### config.mk
export PLATFORM = sky130hd
export DESIGN_NAME = rational_arithmetic_unit_core
export DESIGN_NICKNAME = d
export VERILOG_FILES = /design/src/sv/rau_pkg.sv /design/src/sv/rau_ctrl.sv /design/src/sv/rau_dp.sv /design/src/sv/rational_arithmetic_unit_core.sv
export SDC_FILE = /design/constraint.sdc
export NUM_CORES = 2
export LEC_CHECK = 0
export BUFFER_PORTS_ARGS = -buffer_cell sky130_fd_sc_hd__buf_2
export CORE_ASPECT_RATIO = 1.25
export CORE_MARGIN = 5
export CORE_UTILIZATION = 45
export DETAILED_ROUTE_END_ITERATION = 7
export PLACE_DENSITY_LB_ADDON = 0.3
export SETUP_SLACK_MARGIN = 0.5
export SYNTH_ARGS = -nofsm -noshare
export SYNTH_HDL_FRONTEND = slang
export SYNTH_SLANG_ARGS = --single-unit
export TNS_END_PERCENT = 20
### constraint.sdc
create_clock -name clk -period 25.9 [get_ports clk]
set_input_delay 1.295 -clock clk [delete_from_list [all_inputs] [get_ports clk]]
set_output_delay 1.295 -clock clk [all_outputs]
set_load 0.05 [all_outputs]
### src/sv/rau_pkg.sv
// Shared types and constants for the rational arithmetic unit.
`default_nettype none

package rau_pkg;

	localparam int RES_NUM_W = 34;
	localparam int RES_DEN_W = 33;

	localparam logic [1:0] KIND_ADD = 2'd0;
	localparam logic [1:0] KIND_SUB = 2'd1;
	localparam logic [1:0] KIND_MUL = 2'd2;
	localparam logic [1:0] KIND_DIV = 2'd3;

	typedef enum logic [1:0] {
		MSEL_P1,
		MSEL_P2,
		MSEL_PD
	} msel_t;

	typedef enum logic [2:0] {
		ST_IDLE,
		ST_MUL1,
		ST_MUL2,
		ST_MUL3,
		ST_SIGN,
		ST_GCD,
		ST_DIVN,
		ST_DIVD
	} state_t;

	typedef struct packed {
		logic  load;
		msel_t msel;
		logic  cap_n1;
		logic  cap_n2;
		logic  cap_d;
		logic  gcd_step;
		logic  div_init_n;
		logic  div_init_d;
		logic  div_step;
		logic  out_load;
	} cmd_t;

	typedef struct packed {
		logic special;
		logic gcd_done;
		logic div_done;
	} sts_t;

endpackage

`default_nettype wire

### src/sv/rau_ctrl.sv
// Sequencer for the rational arithmetic unit plus the output word handshake.
`default_nettype none

module rau_ctrl import rau_pkg::*; (
	input  wire logic clk,
	input  wire logic arst_n,
	input  wire logic in_valid,
	output logic      in_stall,
	output logic      out_valid,
	input  wire logic out_stall,
	input  wire sts_t sts,
	output cmd_t      cmd
);

	state_t state_q;
	state_t state_nx;
	logic   out_valid_q;
	logic   out_free;
	logic   finish;

	// output register can take a new word when empty or being drained
	assign out_free  = !out_valid_q || !out_stall;
	assign in_stall  = (state_q != ST_IDLE);
	assign out_valid = out_valid_q;

	// a word finishes after the last division, or in the sign state for 0/1 results
	always_comb begin
		finish = 1'b0;
		case (state_q)
			ST_SIGN: finish = sts.special;
			ST_DIVD: finish = sts.div_done;
			default: finish = 1'b0;
		endcase
	end

	always_comb begin
		state_nx = state_q;
		case (state_q)
			ST_IDLE: if (in_valid) state_nx = ST_MUL1;
			ST_MUL1: state_nx = ST_MUL2;
			ST_MUL2: state_nx = ST_MUL3;
			ST_MUL3: state_nx = ST_SIGN;
			ST_SIGN: begin
				if (!sts.special) state_nx = ST_GCD;
				else if (out_free) state_nx = ST_IDLE;
			end
			ST_GCD: if (sts.gcd_done) state_nx = ST_DIVN;
			ST_DIVN: if (sts.div_done) state_nx = ST_DIVD;
			ST_DIVD: if (sts.div_done && out_free) state_nx = ST_IDLE;
			default: state_nx = ST_IDLE;
		endcase
	end

	always_comb begin
		cmd = '0;
		cmd.msel = MSEL_P1;
		case (state_q)
			ST_IDLE: cmd.load = in_valid;
			ST_MUL1: cmd.msel = MSEL_P1;
			ST_MUL2: begin
				cmd.msel   = MSEL_P2;
				cmd.cap_n1 = 1'b1;
			end
			ST_MUL3: begin
				cmd.msel   = MSEL_PD;
				cmd.cap_n2 = 1'b1;
			end
			ST_SIGN: cmd.cap_d = 1'b1;
			ST_GCD: begin
				cmd.gcd_step   = !sts.gcd_done;
				cmd.div_init_n = sts.gcd_done;
			end
			ST_DIVN: begin
				cmd.div_step   = !sts.div_done;
				cmd.div_init_d = sts.div_done;
			end
			ST_DIVD: cmd.div_step = !sts.div_done;
			default: cmd.load = 1'b0;
		endcase
		cmd.out_load = finish && out_free;
	end

	always_ff @(posedge clk or negedge arst_n) begin
		if (!arst_n) begin
			state_q     <= ST_IDLE;
			out_valid_q <= 1'b0;
		end else begin
			state_q <= state_nx;
			if (cmd.out_load) out_valid_q <= 1'b1;
			else if (!out_stall) out_valid_q <= 1'b0;
		end
	end

endmodule

`default_nettype wire

### src/sv/rau_dp.sv
// Datapath: operand registers, shared multiplier, binary GCD, restoring divider, output word.
`default_nettype none

module rau_dp import rau_pkg::*; #(
	parameter int OPERAND_WIDTH = 16
) (
	input  wire logic                          clk,
	input  wire cmd_t                          cmd,
	output sts_t                               sts,
	input  wire logic [1:0]                    kind,
	input  wire logic signed [OPERAND_WIDTH-1:0] a_num,
	input  wire logic [OPERAND_WIDTH-2:0]      a_den,
	input  wire logic signed [OPERAND_WIDTH-1:0] b_num,
	input  wire logic [OPERAND_WIDTH-2:0]      b_den,
	output logic signed [RES_NUM_W-1:0]        res_num,
	output logic [RES_DEN_W-1:0]               res_den,
	output logic                               status
);

	localparam int W  = OPERAND_WIDTH;
	localparam int NW = 2 * W;
	localparam int MW = 2 * W - 1;
	localparam int PW = 2 * W + 2;
	localparam int KW = $clog2(MW);
	localparam int CW = $clog2(MW + 1);
	localparam int XW = (MW + 1 > RES_NUM_W) ? MW + 1 : RES_NUM_W;

	logic [1:0]          kind_q;
	logic [W-1:0]        an_q;
	logic [W-1:0]        bn_q;
	logic [W-2:0]        ad_q;
	logic [W-2:0]        bd_q;
	logic signed [W:0]   ma;
	logic signed [W:0]   mb;
	logic signed [PW-1:0] prod_q;
	logic [NW-1:0]       prod_n;
	logic [NW-1:0]       n_q;
	logic [NW-1:0]       n_abs;
	logic [NW-1:0]       d_abs;
	logic                div_zero;
	logic                neg_q;
	logic [MW-1:0]       nmag_q;
	logic [MW-1:0]       dmag_q;
	logic [MW-1:0]       u_q;
	logic [MW-1:0]       v_q;
	logic [KW-1:0]       k_q;
	logic [MW-1:0]       u_nx;
	logic [MW-1:0]       v_nx;
	logic [KW-1:0]       k_nx;
	logic [MW-1:0]       g_q;
	logic [MW-1:0]       rem_q;
	logic [MW-1:0]       quo_q;
	logic [CW-1:0]       cnt_q;
	logic [MW:0]         trial;
	logic                ge;
	logic [MW:0]         diff;
	logic [MW-1:0]       nres_q;
	logic [XW-1:0]       num_ext;
	logic [XW-1:0]       num_sgn;
	logic [XW-1:0]       den_ext;
	logic signed [RES_NUM_W-1:0] res_num_q;
	logic [RES_DEN_W-1:0] res_den_q;
	logic                status_q;

	assign div_zero = (kind_q == KIND_DIV) && (bn_q == '0);

	// shared signed multiplier, denominators zero-extended
	always_comb begin
		ma = {an_q[W-1], an_q};
		mb = {2'b00, bd_q};
		case (cmd.msel)
			MSEL_P1: begin
				ma = {an_q[W-1], an_q};
				mb = (kind_q == KIND_MUL) ? {bn_q[W-1], bn_q} : {2'b00, bd_q};
			end
			MSEL_P2: begin
				ma = {bn_q[W-1], bn_q};
				mb = {2'b00, ad_q};
			end
			MSEL_PD: begin
				ma = {2'b00, ad_q};
				mb = (kind_q == KIND_DIV) ? {bn_q[W-1], bn_q} : {2'b00, bd_q};
			end
			default: begin
				ma = {an_q[W-1], an_q};
				mb = {2'b00, bd_q};
			end
		endcase
	end

	assign prod_n = prod_q[NW-1:0];
	assign n_abs  = n_q[NW-1] ? (NW'(0) - n_q) : n_q;
	assign d_abs  = prod_n[NW-1] ? (NW'(0) - prod_n) : prod_n;

	// one binary GCD step: halve evens, else halve the difference of odds
	always_comb begin
		u_nx = u_q;
		v_nx = v_q;
		k_nx = k_q;
		if (!u_q[0] && !v_q[0]) begin
			u_nx = u_q >> 1;
			v_nx = v_q >> 1;
			k_nx = k_q + KW'(1);
		end else if (!u_q[0]) begin
			u_nx = u_q >> 1;
		end else if (!v_q[0]) begin
			v_nx = v_q >> 1;
		end else if (u_q >= v_q) begin
			u_nx = (u_q - v_q) >> 1;
		end else begin
			v_nx = (v_q - u_q) >> 1;
		end
	end

	// restoring divider step
	assign trial = {rem_q, quo_q[MW-1]};
	assign ge    = (trial >= {1'b0, g_q});
	assign diff  = trial - {1'b0, g_q};

	assign sts.special  = (n_q == '0) || div_zero;
	assign sts.gcd_done = (u_q == '0);
	assign sts.div_done = (cnt_q == CW'(MW));

	assign num_ext = XW'(nres_q);
	assign num_sgn = neg_q ? (XW'(0) - num_ext) : num_ext;
	assign den_ext = XW'(quo_q);

	always_ff @(posedge clk) begin
		if (cmd.load) begin
			kind_q <= kind;
			an_q   <= a_num;
			bn_q   <= b_num;
			ad_q   <= (a_den == '0) ? (W-1)'(1) : a_den;
			bd_q   <= (b_den == '0) ? (W-1)'(1) : b_den;
		end
		prod_q <= ma * mb;
		if (cmd.cap_n1) n_q <= prod_n;
		if (cmd.cap_n2) begin
			case (kind_q)
				KIND_ADD: n_q <= n_q + prod_n;
				KIND_SUB: n_q <= n_q - prod_n;
				default:  n_q <= n_q;
			endcase
		end
		if (cmd.cap_d) begin
			neg_q  <= n_q[NW-1] ^ prod_n[NW-1];
			nmag_q <= n_abs[MW-1:0];
			dmag_q <= d_abs[MW-1:0];
			u_q    <= n_abs[MW-1:0];
			v_q    <= d_abs[MW-1:0];
			k_q    <= '0;
		end
		if (cmd.gcd_step) begin
			u_q <= u_nx;
			v_q <= v_nx;
			k_q <= k_nx;
		end
		if (cmd.div_init_n) begin
			g_q   <= v_q << k_q;
			quo_q <= nmag_q;
			rem_q <= '0;
			cnt_q <= '0;
		end
		if (cmd.div_init_d) begin
			nres_q <= quo_q;
			quo_q  <= dmag_q;
			rem_q  <= '0;
			cnt_q  <= '0;
		end
		if (cmd.div_step) begin
			rem_q <= ge ? diff[MW-1:0] : trial[MW-1:0];
			quo_q <= {quo_q[MW-2:0], ge};
			cnt_q <= cnt_q + CW'(1);
		end
		// special flags stay valid from sign through the end of the word
		if (cmd.out_load) begin
			if (sts.special) begin
				res_num_q <= '0;
				res_den_q <= RES_DEN_W'(1);
				status_q  <= div_zero;
			end else begin
				res_num_q <= $signed(num_sgn[RES_NUM_W-1:0]);
				res_den_q <= den_ext[RES_DEN_W-1:0];
				status_q  <= 1'b0;
			end
		end
	end

	assign res_num = res_num_q;
	assign res_den = res_den_q;
	assign status  = status_q;

endmodule

`default_nettype wire

### src/sv/rational_arithmetic_unit_core.sv
// Top level of the rational arithmetic unit: fraction add/sub/mul/div reduced to lowest terms.
// Timing: 0/1 results finish at the sign step; otherwise the time is set by the one-step-per-cycle
//   binary GCD loop and the two bit-serial divisions by the GCD.
// Handshake: one word in flight, so a new word is taken only once the last one is in the output
//   register; a new word is taken while the last result waits.
// Reset: arst_n clears the sequencer and output valid; data registers are not reset.
`default_nettype none

module rational_arithmetic_unit_core import rau_pkg::*; #(
	parameter int OPERAND_WIDTH = 16
) (
	input  wire logic                            clk,
	input  wire logic                            arst_n,
	input  wire logic                            in_valid,
	output logic                                 in_stall,
	input  wire logic [1:0]                      kind,
	input  wire logic signed [OPERAND_WIDTH-1:0] a_num,
	input  wire logic [OPERAND_WIDTH-2:0]        a_den,
	input  wire logic signed [OPERAND_WIDTH-1:0] b_num,
	input  wire logic [OPERAND_WIDTH-2:0]        b_den,
	output logic                                 out_valid,
	input  wire logic                            out_stall,
	output logic signed [RES_NUM_W-1:0]          res_num,
	output logic [RES_DEN_W-1:0]                 res_den,
	output logic                                 status
);

	// Controller to datapath: one command word per cycle.
	cmd_t cmd;
	// Datapath to controller: zero-result flag and loop exits.
	sts_t sts;

	// Sequence per word:
	//   the multiplier states MUL1, MUL2 and MUL3 form the cross products (n and d),
	//   the sign state takes magnitudes and sign, or shortcuts to 0/1,
	//   binary GCD runs until u reaches zero (g = v << k),
	//   then n/g and d/g each take 2*OPERAND_WIDTH-1 restoring steps.
	rau_ctrl u_ctrl (
		.clk       (clk),
		.arst_n    (arst_n),
		.in_valid  (in_valid),
		.in_stall  (in_stall),
		.out_valid (out_valid),
		.out_stall (out_stall),
		.sts       (sts),
		.cmd       (cmd)
	);

	// Output register lives in the datapath; it holds a valid word while out_stall is high.
	rau_dp #(
		.OPERAND_WIDTH (OPERAND_WIDTH)
	) u_dp (
		.clk     (clk),
		.cmd     (cmd),
		.sts     (sts),
		.kind    (kind),
		.a_num   (a_num),
		.a_den   (a_den),
		.b_num   (b_num),
		.b_den   (b_den),
		.res_num (res_num),
		.res_den (res_den),
		.status  (status)
	);

endmodule

`default_nettype wire
# After elaboration in Yosys (flattened, before gate mapping)
# Cells that the tools add are included.
# W data, S select, Z words.
totals:
  regBits: 457
  in_bits: 68
  word_cells: 153
  out_inout_bits: 70
op_classes:
  mul: 1
  n_eq_ne: 25
  reduce_logical: 32
  order_cmp: 2
  add_sub_neg: 10
  muxes: 53
  shifts: 1
  bitwise_logic: 2
ops:
  columns: ["op", "n"]
  rows:
  - ["$mux W31", 22]
  - ["$sub A31 B31 Y31", 3]
  - ["$mux W32", 2]
  - ["$pmux W32 S2", 1]
  - ["$sub A1 B31 Y31 const A", 2]
  - ["$pmux W17 S3", 1]
  - ["$mux W17", 2]
  - ["$pmux W17 S2", 1]
  - ["$add A32 B32 Y32", 1]
  - ["$ge A32 B31 Y1", 1]
  - ["$logic_not A32 Y1", 1]
  - ["$mul A17 B17 Y32", 1]
  - ["$sub A1 B31 Y32 const A", 1]
  - ["$sub A32 B32 Y32", 1]
  - ["$ge A31 B31 Y1", 1]
  - ["$logic_not A31 Y1", 1]
  - ["$shl A31 B5 Y31", 1]
  - ["$logic_not A15 Y1", 2]
  - ["$mux W5", 6]
  - ["$pmux W3 S8", 1]
  - ["$mux W3", 6]
  - ["$logic_not A16 Y1", 1]
  - ["$eq A3 B3 Y1 const B", 4]
  - ["$ne A4 B4 Y1 const B", 3]
  - ["other kinds (27)", 60]

# Depth between registers and ports, before layout
depth:
  ltp_word: 6
  mapped_depth: 35
  ltp_nobuf: 32

# Modules after synthesis
# A second synthesis with hierarchy kept.
hier_totals:
  hier_cells: 4012
  hier_area_um2: 38534.5
modules_own_cells:
  columns: ["mod", "area_per_inst_um2", "n_inst", "cells_each", "seq_area_each_um2"]
  rows:
  - ["rau_dp", 38191.6, 1, 3970, 13222.7]
  - ["rau_ctrl", 342.8, 1, 42, 100.1]

# Least setup slack after synthesis
# No wires, ideal clock.
synth_timing:
  kind: "register -> register"
  startpoint: "register u_ctrl.state_q[0]"
  endpoint: "register u_dp.prod_q[29]"
  arrival_time_ns: 8.364
  slack_ns: 17.412
  setup_ns: 0.123
  synth_period_minus_slack_ns: 8.488
  path_buffers: 4
  t_required_ns: 25.777
  path_stages_with_launch: 34
  cell_sequence: "dfrtp_1 -> ha_1 -> nor2b_1 -> inv_1 -> buf_2 -> clkbuf_1 -> ha_1 -> mux2i_1 -> nor3b_1 -> clkbuf_1 -> a22oi_1 -> nand2_1 -> clkbuf_1 -> nand2_1 -> fa_1 -> inv_1 -> fa_1 -> fa_1 -> fa_1 -> fa_1 -> inv_1 -> fa_1 -> inv_1 -> ha_1 -> a211o_1 -> o221ai_1 -> o21bai_1 -> a221oi_1 -> a21oi_1 -> a21oi_1 -> o2111a_1 -> nor2b_1 -> o21bai_1 -> xor2_1"
synth_via:
  elab_chain_cells: 5
  elab_cells_between_ends: 9
  classes_between: "mul: 1; eq/ne: 4; mux: 3; reduce/logical: 1"
synth_rtl:
  columns: ["element", "line_no", "rtl"]
  rows:
  - ["from (decl)", "rau_ctrl.sv:15", "state_t state_q;"]
  - ["from (signal assigned)", "rau_ctrl.sv:88", "state_q <= state_nx;"]
  - ["$eq A3 B2 Y1", "rau_ctrl.sv:57", "case (state_q)"]
  - ["$pmux W2 S2 *", "rau_ctrl.sv:57", null]
  - ["$eq A2 B2 Y1, or another cell as far along", "rau_dp.sv:71", "case (cmd.msel)"]
  - ["$pmux W17 S3 / $pmux W17 S2 (equally long branches)", "rau_dp.sv:71", null]
  - ["$mul A17 B17 Y32 *", "rau_dp.sv:136", "prod_q <= ma * mb;"]
  - ["to (signal assigned)", "rau_dp.sv:136", null]
  - ["to (decl)", "rau_dp.sv:35", "logic signed [PW-1:0] prod_q;"]
# Mark *: on every way between the ends. The rest lies on a longest branch, timed or not.
# A chain may end at the register's enable or synchronous reset.

# Final worst setup path
# Ends and elaborated chain as after synthesis.

==> metrics.md <==
| Metric | Value |
|---|---|
| Run status | `finished clean` |
| Highest-utilization routing layer at the global route stage | `met2` |
| Number of detailed-route iterations in the first pass | `5` |
| Buffer count from post-CTS setup fixing | `0` |
| Post-CTS sizing | `0` |
| Worst Slack Setup Final | `16.15 ns` |
| Final GP Congestion | `0.947` |
| Layout Utilization | `0.492` |
| Boundary Pins | `138` |
| Core ar. | `84,100 um^2` |
| Count of max-cap constraint violations | `0` |
| Root Buffer Master | `sky130_fd_sc_hd__clkbuf_16` |
| Critical Path AT | `10.23 ns` |
| Detailed Route WL | `103 mm` |
| Diode count | `0` |
| DP Area | `39,700 um^2` |
| Post-route minimum period | `9.75 ns` |
| Final standard cell area without fillers | `41,400 um^2` |
| Crit-path slowest cell | `sky130_fd_sc_hd__o21bai_1` |
| DR WL/cell | `20.0 um` |
| Cell type with the largest total area after synthesis | `sky130_fd_sc_hd__edfxtp_1` |
| Crit Reg-Reg Startpoint | `u_ctrl.state_q[0]` |
| Fraction of met3 tracks used by global routing | `0.0286` |
| Dpl ws | `16.21 ns` |
| Most used DFF post-synth | `sky130_fd_sc_hd__edfxtp_1` |
| Number of port buffers | `135` |
| Skew-Pair Late Insertion Delay | `0.64 ns` |
| Met1 routing resource usage after global routing | `0.271` |
| Detailed placement HPWL | `81.2 mm` |
| Share of the synthesized area in the top cell type | `0.330` |
| Level count of the clock H-tree | `2` |
| Fraction of layout cells with a size suffix above 1 | `0.0800` |
| Area grow syn2layout | `8.65%` |
| Iteration-0 DRC count of the detailed router | `2,202` |
| Cells after synthesis | `4,023` |
| Global router's overall resource usage | `0.225` |
| Count of flip-flops with a built-in enable after synthesis | `419` |
| Wire length of the first global-routing pass | `163 mm` |
| Cell Area, Synth | `38,100 um^2` |
| TNS Setup | `0 ns` |
| Length in cells of the worst reg-to-reg path | `28` |
| Clock-pin slew on the worst setup and hold paths | `0.06 ns` |
| Maximum count of clock buffers along a single path | `3` |
| Worst slew margin relative to its limit | `0.115` |
| Biggest cell delay along the critical path | `0.92 ns` |
| Number of CTS-inserted buffers | `51` |
| Critical path's most frequent cell | `sky130_fd_sc_hd__fa_1` |
| End of the critical path | `u_dp.prod_q[29]` |
| Achievable Freq | `103 MHz` |
| Worst slew pin tran | `1.31 ns` |
| Via count | `28,800` |
| Overall die height | `335 um` |
| Total Die Area | `90,600 um^2` |
| Initial antenna violation count | `0` |
| Horiz. Die Dim | `270 um` |
| Final worst clock skew | `0.0429 ns` |
| Post-synthesis async set-or-reset flop share | `0.00879` |
| CTS tree | `yes` |
| Grt total ovfl | `0` |
| Sink Count | `455` |
| Number of pins with negative max-slew slack in the final report | `0` |
| Antenna-violating nets left | `0` |
| Number of library cell types mapped by synthesis | `81` |
| Number of global-route vias before repair | `29,300` |
| Startpoint types | `register` |
| Class of the tightest hold or removal check | `register to register` |
| Synth warn | `0` |
| Data required, critical path | `26.38 ns` |
| Number of hold-repair buffers added at the cts stage | `0` |
| Pin count of the biggest net entering global routing | `71` |
| Initial Util | `0.453` |
| Number of failing setup endpoints in the final timing report | `0` |
| Routed vias/inst | `5.57` |
| Worst setup path start | `u_ctrl.state_q[0]` |
| Sequential fraction of the synthesis area | `0.350` |
| Biggest fanout along the worst timing path | `18` |
| Largest cells by area after synthesis | `sky130_fd_sc_hd__edfxtp_1 (33%), sky130_fd_sc_hd__fa_1 (15%), sky130_fd_sc_hd__ha_1 (7.3%), sky130_fd_sc_hd__inv_1 (4.8%), sky130_fd_sc_hd__nor2_1 (4.2%)` |
| Category of the most critical setup path | `register to register` |
| DRC violation count after routing | `0` |
| Number of register bits inferred by synthesis | `455` |
| Critical R2R Capture | `u_dp.prod_q[29]` |
| Final worst-path cycle share | `0.377` |
| Number of cell rows | `119` |
| Crit path capture type | `register` |
| Number of nets at the end of the flow | `4,604` |
| Met2 demand-to-capacity share in global routing | `0.400` |
| Syn avg cell area | `9.47 um^2` |
| Hold Fails Final Rpt | `0` |
| Unrepaired setup endpoints after global routing | `no` |
| FF-to-FF setup slack | `16.15 ns` |
state kept, by name, indices dropped and copies added, names as in the netlist, 2 cells and up:
| signal | flops |
|---|---|
| u_dp.ad_q | 15 |
| u_dp.prod_q | 32 |
| u_dp.u_q | 31 |
| u_dp.rem_q | 31 |
| u_dp.nres_q | 31 |
| u_dp.bd_q | 15 |
| u_dp.cnt_q | 5 |
| u_dp.nmag_q | 31 |
| u_dp.dmag_q | 31 |
| u_dp.an_q | 16 |
| u_dp.v_q | 31 |
| u_dp.g_q | 31 |
| u_dp.res_den | 31 |
| u_ctrl.state_q | 3 |
| u_dp.bn_q | 16 |
| u_dp.k_q | 5 |
| u_dp.quo_q | 31 |
| u_dp.kind_q | 2 |
| u_dp.res_num | 32 |
| u_dp.n_q | 32 |
layer usage:
metal | wire, um | vias up
met5 | 0 | -
met4 | 5840 | 0
met3 | 5390 | 227
met2 | 51100 | 922
met1 | 40800 | 13900
li1 | - | 13700
stage by stage:
step,hold slack [ns],cells
after floorplan,0.440,4024
after global placement,0.452,5072
after detailed placement,0.452,5072
after CTS,0.431,5164
after global routing,0.450,5164
final,0.465,5164
worst min-delay path by stage:
stage	startpoint	endpoint	slack, ns	cells after the start
detailed placement	u_dp.quo_q[25]	u_dp.nres_q[25]	0.45	0
floorplan	u_dp.quo_q[0]	u_dp.nres_q[0]	0.44	0
global placement	u_dp.quo_q[22]	u_dp.nres_q[22]	0.45	0
global route	arst_n	u_ctrl.out_valid	0.45	1
CTS	arst_n	u_ctrl.out_valid	0.43	1
finish	u_dp.quo_q[25]	u_dp.nres_q[25]	0.46	0
final cells by class:
cell class	count	area [um^2]
well taps	1089	1360
multi-input cells	2857	22200
clock inverters	31	359
inverters	490	1840
clock buffers	61	1340
repair buffers	181	1020
fillers	7802	42700
flip-flops and latches	455	13300
worst max-delay path, delay by kind of cell (launching register included):
family          cells  cell delay [ns]
xor+xnor            1             0.14
simple gates        5             1.55
compound gates     10             3.01
fa+ha+maj           9             4.35
buf+inv             3             0.14
flops               1             0.39
logic make-up after synthesis:
kind of cell	share of synthesized area
AO/OA/AOI/OAI	0.142
XOR/XNOR	0.0595
adder cells (fa/ha/maj)	0.219
buffers and inverters	0.0711
flip-flops	0.350
multiplexers	0.0185
other	0.0000984
AND/OR/NAND/NOR	0.140
layout by cell type (no fill, tap or decap), drive strengths merged, types with 30 or more instances in the layout:
cell type / synthesis / layout
inv: 488 / 492
nor2: 422 / 422
edfxtp: 419 / 419
nand2: 417 / 417
fa: 279 / 279
o21ai: 255 / 255
ha: 221 / 221
a21oi: 199 / 199
buf: 29 / 181
xnor2: 145 / 145
xor2: 114 / 114
a21o: 69 / 69
clkbuf: 193 / 61
and2: 50 / 50
mux2i: 41 / 41
o21a: 39 / 39
o22ai: 39 / 39
or3: 36 / 36
nand2b: 35 / 35
o31ai: 35 / 35
a221oi: 34 / 34
nand3b: 33 / 33
nor2b: 32 / 32
dfxtp: 32 / 32
nor3: 31 / 31
nand3: 30 / 30
Yosys cell counts (9+ instances only):
cell and count:
sky130_fd_sc_hd__a211oi_1 24, sky130_fd_sc_hd__o22ai_1 39, sky130_fd_sc_hd__a221oi_1 34, sky130_fd_sc_hd__nand2b_1 35
sky130_fd_sc_hd__or3_1 31, sky130_fd_sc_hd__buf_1 17, sky130_fd_sc_hd__mux2i_1 41, sky130_fd_sc_hd__clkbuf_1 193
sky130_fd_sc_hd__a31oi_1 14, sky130_fd_sc_hd__o21ai_0 242, sky130_fd_sc_hd__o41ai_1 13, sky130_fd_sc_hd__xnor2_1 145
sky130_fd_sc_hd__o21a_1 39, sky130_fd_sc_hd__o211ai_1 16, sky130_fd_sc_hd__nand3b_1 33, sky130_fd_sc_hd__edfxtp_1 419
sky130_fd_sc_hd__or4_1 16, sky130_fd_sc_hd__nor2b_1 32, sky130_fd_sc_hd__fa_1 279, sky130_fd_sc_hd__nand3_1 30
sky130_fd_sc_hd__dfxtp_1 32, sky130_fd_sc_hd__o21ai_1 13, sky130_fd_sc_hd__nor4_1 26, sky130_fd_sc_hd__inv_1 487
sky130_fd_sc_hd__or2_2 9, sky130_fd_sc_hd__and2_1 50, sky130_fd_sc_hd__o21bai_1 24, sky130_fd_sc_hd__and3_1 13
sky130_fd_sc_hd__a21oi_1 199, sky130_fd_sc_hd__nand2_1 417, sky130_fd_sc_hd__nor2_1 422, sky130_fd_sc_hd__a21o_1 69
sky130_fd_sc_hd__nor3_1 31, sky130_fd_sc_hd__nand4_1 17, sky130_fd_sc_hd__o31ai_1 35, sky130_fd_sc_hd__a22oi_1 24
sky130_fd_sc_hd__xor2_1 114, sky130_fd_sc_hd__mux2_2 10, sky130_fd_sc_hd__ha_1 221
Power is not shown: default switching activity piles up to over one toggle a cycle in this logic, so the estimate is an artifact.
